==> src/hdl/i2cmbe_pkg.sv <==
// ----------------------------------------------------------------------------
// i2cmbe_pkg
// Shared types and constants for the I2C master bit engine: command codes,
// segment phases and the engine state record.
// ----------------------------------------------------------------------------
package i2cmbe_pkg;

  // command codes as carried in the mode field
  typedef enum logic [2:0] {
    CMD_START  = 3'd0,
    CMD_STOP   = 3'd1,
    CMD_WRITE  = 3'd2,
    CMD_READ   = 3'd3,
    CMD_PUTACK = 3'd4,
    CMD_GETACK = 3'd5
  } cmd_t;

  // segment phases, idle when no command runs
  typedef enum logic [1:0] {
    PH_IDLE  = 2'd0,
    PH_ONE   = 2'd1,
    PH_TWO   = 2'd2,
    PH_THREE = 2'd3
  } phase_t;

  localparam int unsigned UNIT_W  = 8;
  localparam int unsigned WAIT_W  = 9;
  localparam int unsigned BITCNT_W = 4;
  localparam int unsigned BYTE_W  = 8;
  localparam logic [BITCNT_W-1:0] BITS_PER_BYTE = 4'd8;
  localparam logic [UNIT_W-1:0]   UNIT_RESET    = 8'd1;

  // register address decode
  localparam int unsigned CFG_ADDR_W = 3;
  localparam logic        REG_UNIT_TICKS = 1'b0;  // word index of unit_ticks

  typedef struct packed {
    phase_t              phase;
    cmd_t                cmd;
    logic [BITCNT_W-1:0] bit_count;
    logic [WAIT_W-1:0]   wait_count;
    logic [BYTE_W-1:0]   tx_shift;
    logic [BYTE_W-1:0]   rx_shift;
    logic                scl;
    logic                sda;
    logic                ack;
  } eng_state_t;

  localparam eng_state_t ENG_RESET = '{
    phase:      PH_IDLE,
    cmd:        CMD_START,
    bit_count:  '0,
    wait_count: '0,
    tx_shift:   '0,
    rx_shift:   '0,
    scl:        1'b1,
    sda:        1'b1,
    ack:        1'b1
  };

endpackage

==> src/hdl/i2cmbe_cfg.sv <==
// ----------------------------------------------------------------------------
// i2cmbe_cfg
// APB register file holding the ticks-per-unit setting.
// ----------------------------------------------------------------------------
module i2cmbe_cfg (
  input  logic                               clk,
  input  logic                               rst,
  input  logic                               psel,
  input  logic                               penable,
  input  logic                               pwrite,
  input  logic [i2cmbe_pkg::CFG_ADDR_W-1:0]  paddr,
  input  logic [31:0]                        pwdata,
  output logic [31:0]                        prdata,
  output logic                               pready,
  output logic [i2cmbe_pkg::UNIT_W-1:0]      unit_ticks
);
  import i2cmbe_pkg::*;

  logic wr_en;
  logic sel_unit;

  assign pready   = 1'b1;
  // word aligned decode, low address bits are ignored
  assign sel_unit = (paddr[CFG_ADDR_W-1] == REG_UNIT_TICKS);
  assign wr_en    = psel && penable && pwrite && pready && sel_unit;

  always_ff @(posedge clk) begin
    if (rst) begin
      unit_ticks <= UNIT_RESET;
    end else if (wr_en) begin
      unit_ticks <= pwdata[UNIT_W-1:0];
    end
  end

  assign prdata = sel_unit ? {{(32-UNIT_W){1'b0}}, unit_ticks} : '0;

endmodule

==> src/hdl/i2cmbe_step.sv <==
// ----------------------------------------------------------------------------
// i2cmbe_step
// Next-state logic for one tick: command accept, wait countdown and the
// segment sequence of each command.
// ----------------------------------------------------------------------------
module i2cmbe_step (
  input  i2cmbe_pkg::eng_state_t          st,
  input  logic [i2cmbe_pkg::UNIT_W-1:0]   unit_ticks,
  input  logic                            cmd_valid,
  input  logic [2:0]                      mode,
  input  logic [i2cmbe_pkg::BYTE_W-1:0]   tx_byte,
  input  logic                            ack_level,
  input  logic                            sda_in,
  output i2cmbe_pkg::eng_state_t          nx,
  output logic                            done
);
  import i2cmbe_pkg::*;

  logic [WAIT_W-1:0] one_unit;
  logic [WAIT_W-1:0] two_units;

  // a zero setting acts as one
  assign one_unit  = (unit_ticks == '0) ? WAIT_W'(1) : {1'b0, unit_ticks};
  assign two_units = {one_unit[WAIT_W-2:0], 1'b0};

  always_comb begin
    nx   = st;
    done = 1'b0;
    if (st.phase == PH_IDLE) begin
      if (cmd_valid && (mode <= 3'(CMD_GETACK))) begin
        nx.cmd       = cmd_t'(mode);
        nx.bit_count = '0;
        nx.phase     = PH_ONE;
        nx.scl       = 1'b0;
        case (cmd_t'(mode))
          CMD_START: begin
            nx.sda = 1'b1; nx.wait_count = WAIT_W'(1);
          end
          CMD_STOP: begin
            nx.sda = 1'b0; nx.wait_count = WAIT_W'(1);
          end
          CMD_WRITE: begin
            nx.tx_shift = tx_byte;
            nx.sda = tx_byte[BYTE_W-1]; nx.wait_count = two_units;
          end
          CMD_READ: begin
            nx.rx_shift = '0;
            nx.sda = 1'b1; nx.wait_count = WAIT_W'(1);
          end
          CMD_PUTACK: begin
            nx.sda = ack_level; nx.wait_count = two_units;
          end
          default: begin
            nx.sda = 1'b1; nx.wait_count = two_units;
          end
        endcase
      end
    end else begin
      if (st.wait_count != '0) nx.wait_count = st.wait_count - WAIT_W'(1);
      if (nx.wait_count == '0) begin
        case (st.cmd)
          CMD_START: begin
            if (st.phase == PH_ONE) begin
              nx.phase = PH_TWO; nx.scl = 1'b1; nx.sda = 1'b1; nx.wait_count = one_unit;
            end else if (st.phase == PH_TWO) begin
              nx.phase = PH_THREE; nx.scl = 1'b1; nx.sda = 1'b0; nx.wait_count = one_unit;
            end else begin
              nx.phase = PH_IDLE; nx.scl = 1'b0; nx.wait_count = '0; done = 1'b1;
            end
          end
          CMD_STOP: begin
            if (st.phase == PH_ONE) begin
              nx.phase = PH_TWO; nx.scl = 1'b1; nx.sda = 1'b0; nx.wait_count = one_unit;
            end else if (st.phase == PH_TWO) begin
              nx.phase = PH_THREE; nx.scl = 1'b1; nx.sda = 1'b1; nx.wait_count = two_units;
            end else begin
              nx.phase = PH_IDLE; nx.scl = 1'b1; nx.wait_count = '0; done = 1'b1;
            end
          end
          CMD_WRITE: begin
            if (st.phase == PH_ONE) begin
              nx.phase      = PH_TWO;
              nx.scl        = 1'b1;
              nx.wait_count = one_unit;
              nx.tx_shift   = {st.tx_shift[BYTE_W-2:0], 1'b0};
              nx.bit_count  = st.bit_count + BITCNT_W'(1);
            end else if (st.bit_count < BITS_PER_BYTE) begin
              nx.phase      = PH_ONE;
              nx.scl        = 1'b0;
              nx.sda        = st.tx_shift[BYTE_W-1];
              nx.wait_count = two_units;
            end else begin
              nx.phase = PH_IDLE; nx.scl = 1'b0; nx.wait_count = '0; done = 1'b1;
            end
          end
          CMD_READ: begin
            if (st.phase == PH_ONE) begin
              nx.phase = PH_TWO; nx.scl = 1'b0; nx.sda = 1'b1; nx.wait_count = two_units;
            end else if (st.phase == PH_TWO) begin
              nx.phase      = PH_THREE;
              nx.scl        = 1'b1;
              nx.sda        = 1'b1;
              nx.wait_count = one_unit;
              nx.rx_shift   = {st.rx_shift[BYTE_W-2:0], sda_in};
              nx.bit_count  = st.bit_count + BITCNT_W'(1);
            end else if (st.bit_count < BITS_PER_BYTE) begin
              nx.phase = PH_TWO; nx.scl = 1'b0; nx.sda = 1'b1; nx.wait_count = two_units;
            end else begin
              nx.phase = PH_IDLE; nx.scl = 1'b0; nx.wait_count = '0; done = 1'b1;
            end
          end
          CMD_PUTACK: begin
            if (st.phase == PH_ONE) begin
              nx.phase = PH_TWO; nx.scl = 1'b1; nx.wait_count = one_unit;
            end else begin
              nx.phase = PH_IDLE; nx.scl = 1'b0; nx.wait_count = '0; done = 1'b1;
            end
          end
          CMD_GETACK: begin
            if (st.phase == PH_ONE) begin
              nx.phase = PH_TWO; nx.scl = 1'b1; nx.sda = 1'b1; nx.wait_count = one_unit;
              nx.ack   = sda_in;
            end else begin
              nx.phase = PH_IDLE; nx.scl = 1'b0; nx.wait_count = '0; done = 1'b1;
            end
          end
          default: begin
            nx.phase = PH_IDLE; nx.wait_count = '0; done = 1'b1;
          end
        endcase
      end
    end
  end

endmodule

==> src/hdl/i2c_master_bit_engine.sv <==
// ----------------------------------------------------------------------------
// i2c_master_bit_engine
// Tick-driven I2C master line engine: every input transaction is one timing
// tick that may carry a command, every output transaction the line levels
// and status after that tick.
// ----------------------------------------------------------------------------
//
//  channel  direction  carries
//  -------  ---------  ------------------------------------------------------
//  s_*      in         one tick: command strobe, mode, tx byte, ack level, sda
//  m_*      out        one result per tick: scl, sda, busy, done, rx byte, ack
//  apb      in/out     unit_ticks register at byte address 0
//
//  one tick is taken per clock unless a stall on m_tready holds the result;
//  each tick passes through the input register, then the result register
//  the input register and the result register decouple the two sides; the
//  engine state advances only when a tick moves into the result register
//  a stall on m_tready backs up through one held tick, then drops s_tready
//  synchronous reset returns the lines to released and the engine to idle
//
module i2c_master_bit_engine (
  input  logic        clk,
  input  logic        rst,
  // tick stream
  input  logic        s_tvalid,
  output logic        s_tready,
  input  logic [15:0] s_tdata,   // tx_byte[7:0], ack_level[8], sda_in[9], zero pad
  input  logic [3:0]  s_tuser,   // cmd_valid[0], mode[3:1]
  // result stream
  output logic        m_tvalid,
  input  logic        m_tready,
  output logic [15:0] m_tdata,   // scl[0], sda[1], busy[2], done[3], rx_byte[11:4],
                                 // ack_seen[12], zero pad
  // configuration
  input  logic        psel,
  input  logic        penable,
  input  logic        pwrite,
  input  logic [2:0]  paddr,
  input  logic [31:0] pwdata,
  output logic [31:0] prdata,
  output logic        pready
);
  import i2cmbe_pkg::*;

  // input register
  logic              in_valid;
  logic              in_cmd_valid;
  logic [2:0]        in_mode;
  logic [BYTE_W-1:0] in_tx_byte;
  logic              in_ack_level;
  logic              in_sda_in;

  // engine state and result register
  eng_state_t        st;
  eng_state_t        st_next;
  logic              done_next;
  logic              out_valid;
  logic [15:0]       out_data;

  logic [UNIT_W-1:0] unit_ticks;
  logic              s_take;
  logic              step_en;

  i2cmbe_cfg u_cfg (
    .clk        (clk),
    .rst        (rst),
    .psel       (psel),
    .penable    (penable),
    .pwrite     (pwrite),
    .paddr      (paddr),
    .pwdata     (pwdata),
    .prdata     (prdata),
    .pready     (pready),
    .unit_ticks (unit_ticks)
  );

  i2cmbe_step u_step (
    .st         (st),
    .unit_ticks (unit_ticks),
    .cmd_valid  (in_cmd_valid),
    .mode       (in_mode),
    .tx_byte    (in_tx_byte),
    .ack_level  (in_ack_level),
    .sda_in     (in_sda_in),
    .nx         (st_next),
    .done       (done_next)
  );

  // a held tick steps whenever the result slot is empty or being drained
  assign step_en  = in_valid && (!out_valid || m_tready);
  assign s_tready = !in_valid || step_en;
  assign s_take   = s_tvalid && s_tready;

  always_ff @(posedge clk) begin
    if (rst) begin
      in_valid <= 1'b0;
    end else if (s_take) begin
      in_valid <= 1'b1;
    end else if (step_en) begin
      in_valid <= 1'b0;
    end
  end

  // tick payload, no reset needed
  always_ff @(posedge clk) begin
    if (s_take) begin
      in_cmd_valid <= s_tuser[0];
      in_mode      <= s_tuser[3:1];
      in_tx_byte   <= s_tdata[7:0];
      in_ack_level <= s_tdata[8];
      in_sda_in    <= s_tdata[9];
    end
  end

  // engine state follows each tick exactly once
  always_ff @(posedge clk) begin
    if (rst) begin
      st <= ENG_RESET;
    end else if (step_en) begin
      st <= st_next;
    end
  end

  always_ff @(posedge clk) begin
    if (rst) begin
      out_valid <= 1'b0;
    end else if (step_en) begin
      out_valid <= 1'b1;
    end else if (m_tready) begin
      out_valid <= 1'b0;
    end
  end

  always_ff @(posedge clk) begin
    if (step_en) begin
      out_data <= {3'b000, st_next.ack, st_next.rx_shift, done_next,
                   (st_next.phase != PH_IDLE), st_next.sda, st_next.scl};
    end
  end

  assign m_tvalid = out_valid;
  assign m_tdata  = out_data;

endmodule
==> config.mk <==
export PLATFORM = sky130hd
export DESIGN_NAME = i2c_master_bit_engine
export DESIGN_NICKNAME = d
export VERILOG_FILES = /design/src/hdl/i2cmbe_pkg.sv /design/src/hdl/i2cmbe_cfg.sv /design/src/hdl/i2cmbe_step.sv /design/src/hdl/i2c_master_bit_engine.sv
export SDC_FILE = /design/constraint.sdc
export NUM_CORES = 1
export LEC_CHECK = 0
export BUFFER_PORTS_ARGS = -buffer_cell sky130_fd_sc_hd__buf_2
export CORE_ASPECT_RATIO = 1.4
export CORE_MARGIN = 5
export CORE_UTILIZATION = 35
export DETAILED_ROUTE_END_ITERATION = 10
export PLACE_DENSITY = 0.59
export SLEW_MARGIN = 0
export SYNTH_ARGS = -nofsm -noshare
export SYNTH_HDL_FRONTEND = slang
export SYNTH_SLANG_ARGS = --single-unit
==> constraint.sdc <==
create_clock -name clk -period 5.1 [get_ports clk]
set_input_delay 1.02 -clock clk [delete_from_list [all_inputs] [get_ports clk]]
set_output_delay 1.02 -clock clk [all_outputs]
set_load 0.01 [all_outputs]
After elaboration in Yosys (flattened, before gate mapping)

Index checks and enable logic that the tools add are counted.

Muxes and demuxes: 69
Reductions and logical operators: 32
Add/sub/neg operators: 2
$lt $le $gt $ge: 2
Equal/unequal tests: 16
Bitwise gates (word level): 2

Operators by type and width:

| cell                                                                  | count |
|---|---|
| 9-bit two-way mux                                                     | 12 |
| 8-bit two-way mux                                                     | 9 |
| 9-bit one-hot mux with 5 select lines                                 | 1 |
| 36-bit two-way mux                                                    | 1 |
| 32-bit two-way mux                                                    | 1 |
| 31-bit two-way mux                                                    | 1 |
| 2-bit two-way mux                                                     | 13 |
| 1-bit two-way mux                                                     | 22 |
| 3-bit by 2-bit equality test with 1-bit output, second input constant | 4 |
| 4-bit two-way mux                                                     | 3 |
| 2-bit nonzero test                                                    | 6 |
| 3-bit equality test, second input constant                            | 3 |
| 9-bit zero test                                                       | 1 |
| 9-bit nonzero test                                                    | 1 |
| 9-bit by 1-bit subtractor with 9-bit output, second input constant    | 1 |
| 8-bit zero test                                                       | 1 |
| 1-bit one-hot mux with 4 select lines                                 | 2 |
| 2-bit one-hot mux with 4 select lines                                 | 1 |
| 4-bit one-hot mux with 2 select lines                                 | 1 |
| 7-bit AND reduction                                                   | 1 |
| 3-bit by 1-bit equality test with 1-bit output, second input constant | 2 |
| 1-bit logical AND                                                     | 6 |
| 3-bit zero test                                                       | 2 |
| 3-bit by 1-bit != test with 1-bit output, second input constant       | 2 |
| 19 further kinds                                                      | 26 |

Logic and storage cells: 142
Input bits: 62
Register bits after elaboration: 74
Output and inout port bits: 51

Logic depth before layout (Yosys ltp)

Gate-level depths: netlist (run 1).

Word-level depth: 8
Mapped depth: 12

Modules after synthesis

A second synthesis (run 1) with hierarchy kept.

Cells, all modules: 540
Area total of the unflattened synthesis: 5,007.3 um^2

By module, submodules not included:

| module                | cells each | seq. area each (um^2) | instances | area an instance (um^2) |
|---|---|---|---|---|
| i2c_master_bit_engine | 202        | 1,591.5               | 1         | 2,586.2 |
| i2cmbe_step           | 268        | 0.0                   | 1         | 1,795.5 |
| i2cmbe_cfg            | 70         | 160.2                 | 1         | 625.6 |

Worst setup path after synthesis (run 1)

OpenSTA, ideal clock, no wires.

Path kind: flip-flop to flip-flop
Start: register st[19] (netlist name)
End: register out_data[10], in the netlist m_tdata[10] (data pin)
Buffers on the path: 0
Slack: 2.376 ns
Stages on the path, launching flop included: 10
Clock period less this slack: 2.724 ns
Arrival time: 2.454 ns
Path through: dfxtp_1 > inv_1 > ha_1 > or3b_4 > or2_0 > or3_1 > a21oi_1 > nand3_2 > nor3_2 > o21ai_0

RTL lines:

| what                   | RTL line                     | source |
|---|---|---|
| end signal: assignment | i2c_master_bit_engine.sv:136 | `out_data <= {3'b000, st_next.ack, st_next.rx_shift, done_next,` |
| end: declaration       | i2c_master_bit_engine.sv:58  | `logic [15:0] out_data;` |

==> metrics, run 1 <==
outcome=completed; nets=600; Final Max Tran Viols=0; Worst Path Required=5.16 ns; setup TNS=0 ns; PwrDens=314 nW/um^2; Cell Rows=48; Crit path largest cell delay=0.50 ns; RR Startpoint=st[19]; Int Power=1100 uW; largest net degree at the start of global routing=45; reg2reg setup slack=roughly 1.7 ns; post-cts sizing count=0; Power, Total=between 1500 and 2000 uW; total gr overflow=0; TritonCTS buffer count=9; critical path startpoint category=flip-flop; Final Hold Fails=0; Placer Congestion=0.906; Hold Startpoint=st[11]; DRC Markers=0; first-pass GRT wire length=17400 um; slew at the pin with the worst max-slew slack=around 0.93 ns; net switching power=between 400 and 500 uW; VDD IR-drop max=between 0.00015 and 0.0002 V; top-area cell type share of the netlist area=0.217; most frequent cells in the layout=buf_2, nand2_1, dfxtp_1; RSZ-0062 raised after global routing=false; CTS root buffer=clkbuf_16; leakage=about 0.0018 uW; kind of critical path=flip-flop to flip-flop; crit-path cells=inv_1 -> ha_1 -> or3b_4 -> or2_0 -> or3_1 -> a21oi_1 -> nand3_2 -> nor3_2 -> o21ai_0; setup bufs post-CTS=0; Rel. slew slack=0.376; die area=14800 um^2; WP buf/inv=1; Post-CTS Hold Buffers=0; Post-Route WL=10600 um; Ys Warns=0; clock latency on the worst-skew pair=0.34 ns; Post-Synthesis Cell Area=4340 um^2; final cell count without fillers=686; total track usage=0.143; TritonCTS clock tree=built; combinational power share=0.155; CTS sink cnt=74; Area Overhead vs Synth=12.1%; Synth area leader=dfxtp_1; switching share of power=0.280; Clock Skew=0.00944 ns; Post-synth EDFFs=27; vias in the first global route=~3500; initial antenna violation count=0; hpwl dp=around 8000 um; largest cells by area after synthesis=dfxtp_1, edfxtp_1, buf_4; Core ar.=12300 um^2; vias after detailed routing=3802; hold crit path type=flip-flop to flip-flop; max-cap viol count=0; Max FO, Critical Path=8; die height=around 140 um; Main synth FF type=dfxtp_1; deepest clock path buffer count=2; crit end category=flip-flop; Avg Cell Area, Syn=between 8 and 9 um^2; diode count=0; share of cells above drive strength 1=0.177; crit-path leading delay family=simple AND/OR/NAND/NOR gates; Initial Utilization=0.354; post-route clock period utilization=0.664; #FFs+latches synth=between 70 and 80; width of the die=104 um; Detailed Routing Iterations Pass 1=5; antenna-violating nets left=0; Clk pin slew, worst setup/hold paths=0.06 ns; drt initial violations=365; CP max stage cell=nor3_2; Arr. time, crit path=3.45 ns; most common cell after layout, fill and taps aside=buf_2; fin crit period=3.39 ns; port buffer count=52; filler instances=1259; Seq/Total Area, Yosys=0.404; Clk pwr share=0.416; CP Launch Point=st[19]; routed wire length per instance=15.5 um; final setup fails=0; Top Ports=113; sequential power share=0.429; Unique masters post-synth=69; ys async rst share=0; CTS H-tree depth=3; Peak Freq=295 MHz; Post-Synthesis Cells=about 500; DR vias/cell=5.54; dpl cells=670
[metal layers]
metal  track usage  wire (um)
met5             0          0
met4        0.0587        289
met3        0.0337        571
met2         0.255       5470
met1         0.163       4320
[Yosys cell counts (all sizes together) (3+ instances only)]
library cell and instances:
a211oi 7, a21boi 3, a21o 3, a21oi 32, a221o 3, a221oi 13, a22o 10, a22oi 14
a31oi 6, and2 4, buf 34, clkbuf 26, dfxtp 47, edfxtp 27, ha 7, inv 12
mux2 4, mux2i 3, nand2 50, nand2b 10, nand3 19, nand3b 4, nand4 5, nor2 45
nor2b 13, nor3 14, nor4 6, o21ai 26, o22ai 6, or2 4, or3 4, or3b 3
xnor2 3
[power by group through the flow]
stage	clock (uW)	combinational [uW]	sequential, uW
floorplan	0	191	661
global placement	0	231	667
detailed placement	0	234	667
CTS	652	236	655
global route	678	259	658
finish	636	237	655
[metrics by stage]
step	setup WS, ns	utilization	hold WS (ns)	instance area (um^2)
2_1_floorplan	2.38	-	0.449	4440
3_3_place_gp	1.60	0.372	0.461	4560
3_5_place_dp	1.52	0.372	0.473	4560
4_1_cts	1.71	0.397	0.481	4860
5_1_grt	1.48	0.397	0.514	4860
6_report	1.71	0.397	0.478	4860
[state kept, by name, summed over array words and instances, names as in the netlist, 3 cells and up]
| signal | count |
|---|---|
| st | 37 |
| m_tdata | 13 |
| in_tx_byte | 8 |
| u_cfg.unit_ticks | 8 |
| in_mode | 3 |
[final timing paths]
kind                                     to  cells after the start
worst max-delay path            m_tdata[11]                      9
worst min-delay path                 st[11]                      2
worst max register to register  m_tdata[11]                      9
worst min register to register       st[11]                      2
[logic make-up after synthesis]
kind of cell	after synthesis	share of synthesized area
AOI/OAI and AO/OA	143	0.229
adders and majority gates	7	0.0202
xor gates and xnor gates	4	0.00808
muxes	7	0.0173
other	2	0.00173
DFF	74	0.404
and+or+nand+nor	189	0.228
buffers and inverters	72	0.0920
[area by class of cell]
| class | count | area [um^2] | share of cell area |
|---|---|---|---|
| Clock buffer | 9 | 225 | 0.0463 |
| Multi-Input combinational cell | 378 | 2280 | 0.470 |
| Timing Repair Buffer | 56 | 290 | 0.0597 |
| Inverter | 12 | 45.0 | 0.00927 |
| Clock inverter | 7 | 76.3 | 0.0157 |
| Tap cell | 150 | 188 | 0.0386 |
| Sequential cell | 74 | 1750 | 0.360 |
[worst min-delay path, delay by kind of cell, from the launching register on]
family           cells  cell delay [ns]
multiplexers         1             0.05
flip-flops           1             0.31
AND/OR/NAND/NOR      1             0.06
Note: power is estimated with default switching activity, not from simulation.
==> run 2: changes to the inputs <==
Settings changed: ABC_AREA from default to 1, PLACE_DENSITY 0.59 to 0.6.
Clock period 5.1 ns to 2.7 ns, I/O delays scaled along.
==> metrics, run 2 <==
total track usage=0.152; Cell Rows=52; critical path startpoint category=flip-flop; Main synth FF type=dfxtp_1; crit-path cells=inv_1 -> ha_1 -> nand2_1 -> nor2_4 -> nand3_1 -> nand2_1 -> nand3_2 -> nor2_4 -> nand2_8 -> nor2_8 -> inv_1 -> nand2_1 -> nand4_1; Detailed Routing Iterations Pass 1=6; CP dominant cell by count=nand2_1; dpl cells=960; Worst Path Required=2.76 ns; initial antenna violation count=0; hpwl dp=9460 um; switching share of power=0.331; Post-synth top cells=nand2_1, nand3_1, inv_1; Post-Synthesis Cells=733; Synth area leader=dfxtp_1; share of cells above drive strength 1=0.155; VDD IR-drop max=between 0.0003 and 0.0004 V; sequential power share=0.387; Peak Freq=~430 MHz; most frequent cells in the layout=nand2_1, nand3_1, inv_1; fin worst setup slack=roughly 0.36 ns; outcome=completed; antenna-violating nets left=0; setup TNS=0 ns; Area Overhead vs Synth=13.7%; Final Max Tran Viols=0; R2R Path End=m_tdata[2]; crit end category=flip-flop; deepest clock path buffer count=2; hold crit path type=input port to flip-flop; Placer Congestion=0.930; RR Startpoint=st[20]; die area=16900 um^2; width of the die=about 110 um; Top Ports=113; kind of critical path=flip-flop to flip-flop; Arr. time, crit path=between 2 and 2.5 ns; most common cell after layout, fill and taps aside=nand2_1; first-pass GRT wire length=21400 um; Initial Utilization=0.352; clock latency on the worst-skew pair=0.34 ns; CP endpoint=m_tdata[2]; CTS root buffer=clkbuf_16; ys async rst share=0; Ys Warns=0; Core ar.=14300 um^2; DR vias/cell=~4.9; final cell count without fillers=976; TritonCTS buffer count=9; Seq/Total Area, Yosys=0.348; reg2reg setup slack=0.36 ns; largest cells by area after synthesis=dfxtp_1, edfxtp_1, nand2_1; drt initial violations=344; Placement Setup Slack=0.0830 ns; CTS H-tree depth=3; Clock Skew=0.00687 ns; final setup fails=0; Crit path largest cell delay=between 0.3 and 0.4 ns; combinational power share=0.241; largest net degree at the start of global routing=29; post-route clock period utilization=0.865; CTS sink cnt=74; Unique masters post-synth=45; Clk pin slew, worst setup/hold paths=0.06 ns; setup bufs post-CTS=0; diode count=0; nets=851; Post-synth EDFFs=27; fin crit period=between 2 and 2.5 ns; top-area cell type share of the netlist area=0.187; Rel. slew slack=0.608; Final Hold Fails=0; Post-CTS Hold Buffers=0; #FFs+latches synth=74; Avg Cell Area, Syn=~6.9 um^2; max-cap viol count=0; Power, Total=3290 uW; total gr overflow=0; vias in the first global route=4465; filler instances=1561; cell with the most instances after synthesis=nand2_1; Post-Route WL=~13000 um; Largest register FFs=37; DRC Markers=0; PwrDens=575 nW/um^2; Max FO, Critical Path=17; worst reg-to-reg path cell count=13; Biggest register=st; slew at the pin with the worst max-slew slack=0.587 ns; port buffer count=52; Int Power=roughly 2200 uW; CP Launch Point=st[20]; Post-Synthesis Cell Area=5030 um^2; TritonCTS clock tree=built; die height=152 um; leakage=0.00260 uW; RSZ-0062 raised after global routing=false; CP max stage cell=dfxtp_1; routed wire length per instance=13.2 um; Clk pwr share=0.373; net switching power=1090 uW; vias after detailed routing=4800
[run 2: changes by cell type in the layout (fill, tap and decap cells not counted), moves of 10 or more]
cell	delta
nand2_1	+137
inv_1	+63
nand3_1	+58
o21ai_0	+34
a21oi_1	+23
a22oi_1	-14
buf_4	+13
nor2b_1	-13
o211ai_1	+13
a221oi_1	-12
a22o_1	-10
nand2b_1	-10
[run 2: worst min-delay path by stage]
stage          startpoint             to  cells past startpoint
2_1_floorplan      st[11]         st[11]                      2
3_3_place_gp        st[0]          st[0]                      2
3_5_place_dp       st[11]         st[11]                      2
4_1_cts        s_tdata[6]  in_tx_byte[6]                      1
5_1_grt        s_tdata[6]  in_tx_byte[6]                      1
6_report       s_tdata[2]  in_tx_byte[2]                      1
[run 2: cell families (layout without fill, tap and decap cells)]
group,Yosys count,count (layout),synth area share
fa+ha+maj,7,7,0.0174
flops,74,74,0.348
compound gates,152,152,0.171
simple gates,350,350,0.324
other cells,2,28,0.00149
buf+inv,145,173,0.133
xor+xnor,3,3,0.00522
[run 2: final cells by class]
class / instances / area, um^2 / share of cell area
sequential: 74 / 1750 / 0.306
timing repair buffer: 69 / 388 / 0.0678
tap: 189 / 236 / 0.0413
clock inverter: 7 / 76.3 / 0.0133
inverter: 88 / 330 / 0.0577
clock buffer: 9 / 225 / 0.0394
multi-input combinational: 540 / 2720 / 0.474
[run 2: routing by layer]
layer  vias up  track usage  wire (um)
met5         -            0          0
met4         0       0.0609        336
met3        28       0.0243        623
met2       127        0.278       6620
met1      2169        0.175       5290
li1       2476            -          -
[run 2: worst max-delay path, delay by kind of cell, from the launching register on]
kind,cells,cell delay (ns)
DFF,1,0.32
adders and majority gates,1,0.18
buffers and inverters,2,0.22
and+or+nand+nor,10,1.32
[run 2: what timing repair did]
action                                  CTS  global route
endpoints found under the setup margin    0             4
gates resized for setup                   0             1
endpoints found under the hold margin     0             0
[run 2: power groups by stage]
| stage | clock network (uW) | registers (uW) | logic [uW] |
|---|---|---|---|
| after global placement | 0 | 1290 | 784 |
| after detailed placement | 0 | 1300 | 787 |
| final | 1230 | 1270 | 792 |
| after global routing | 1300 | 1280 | 894 |
| after CTS | 1260 | 1270 | 791 |
| after floorplan | 0 | 1290 | 612 |
[run 2: stage by stage]
stage | area, um^2 | util | hold WS, ns
after floorplan | 5130 | - | 0.444
after global placement | 5420 | 0.379 | 0.458
after detailed placement | 5420 | 0.379 | 0.462
after CTS | 5720 | 0.400 | 0.358
after global routing | 5720 | 0.400 | 0.359
final | 5720 | 0.400 | 0.371
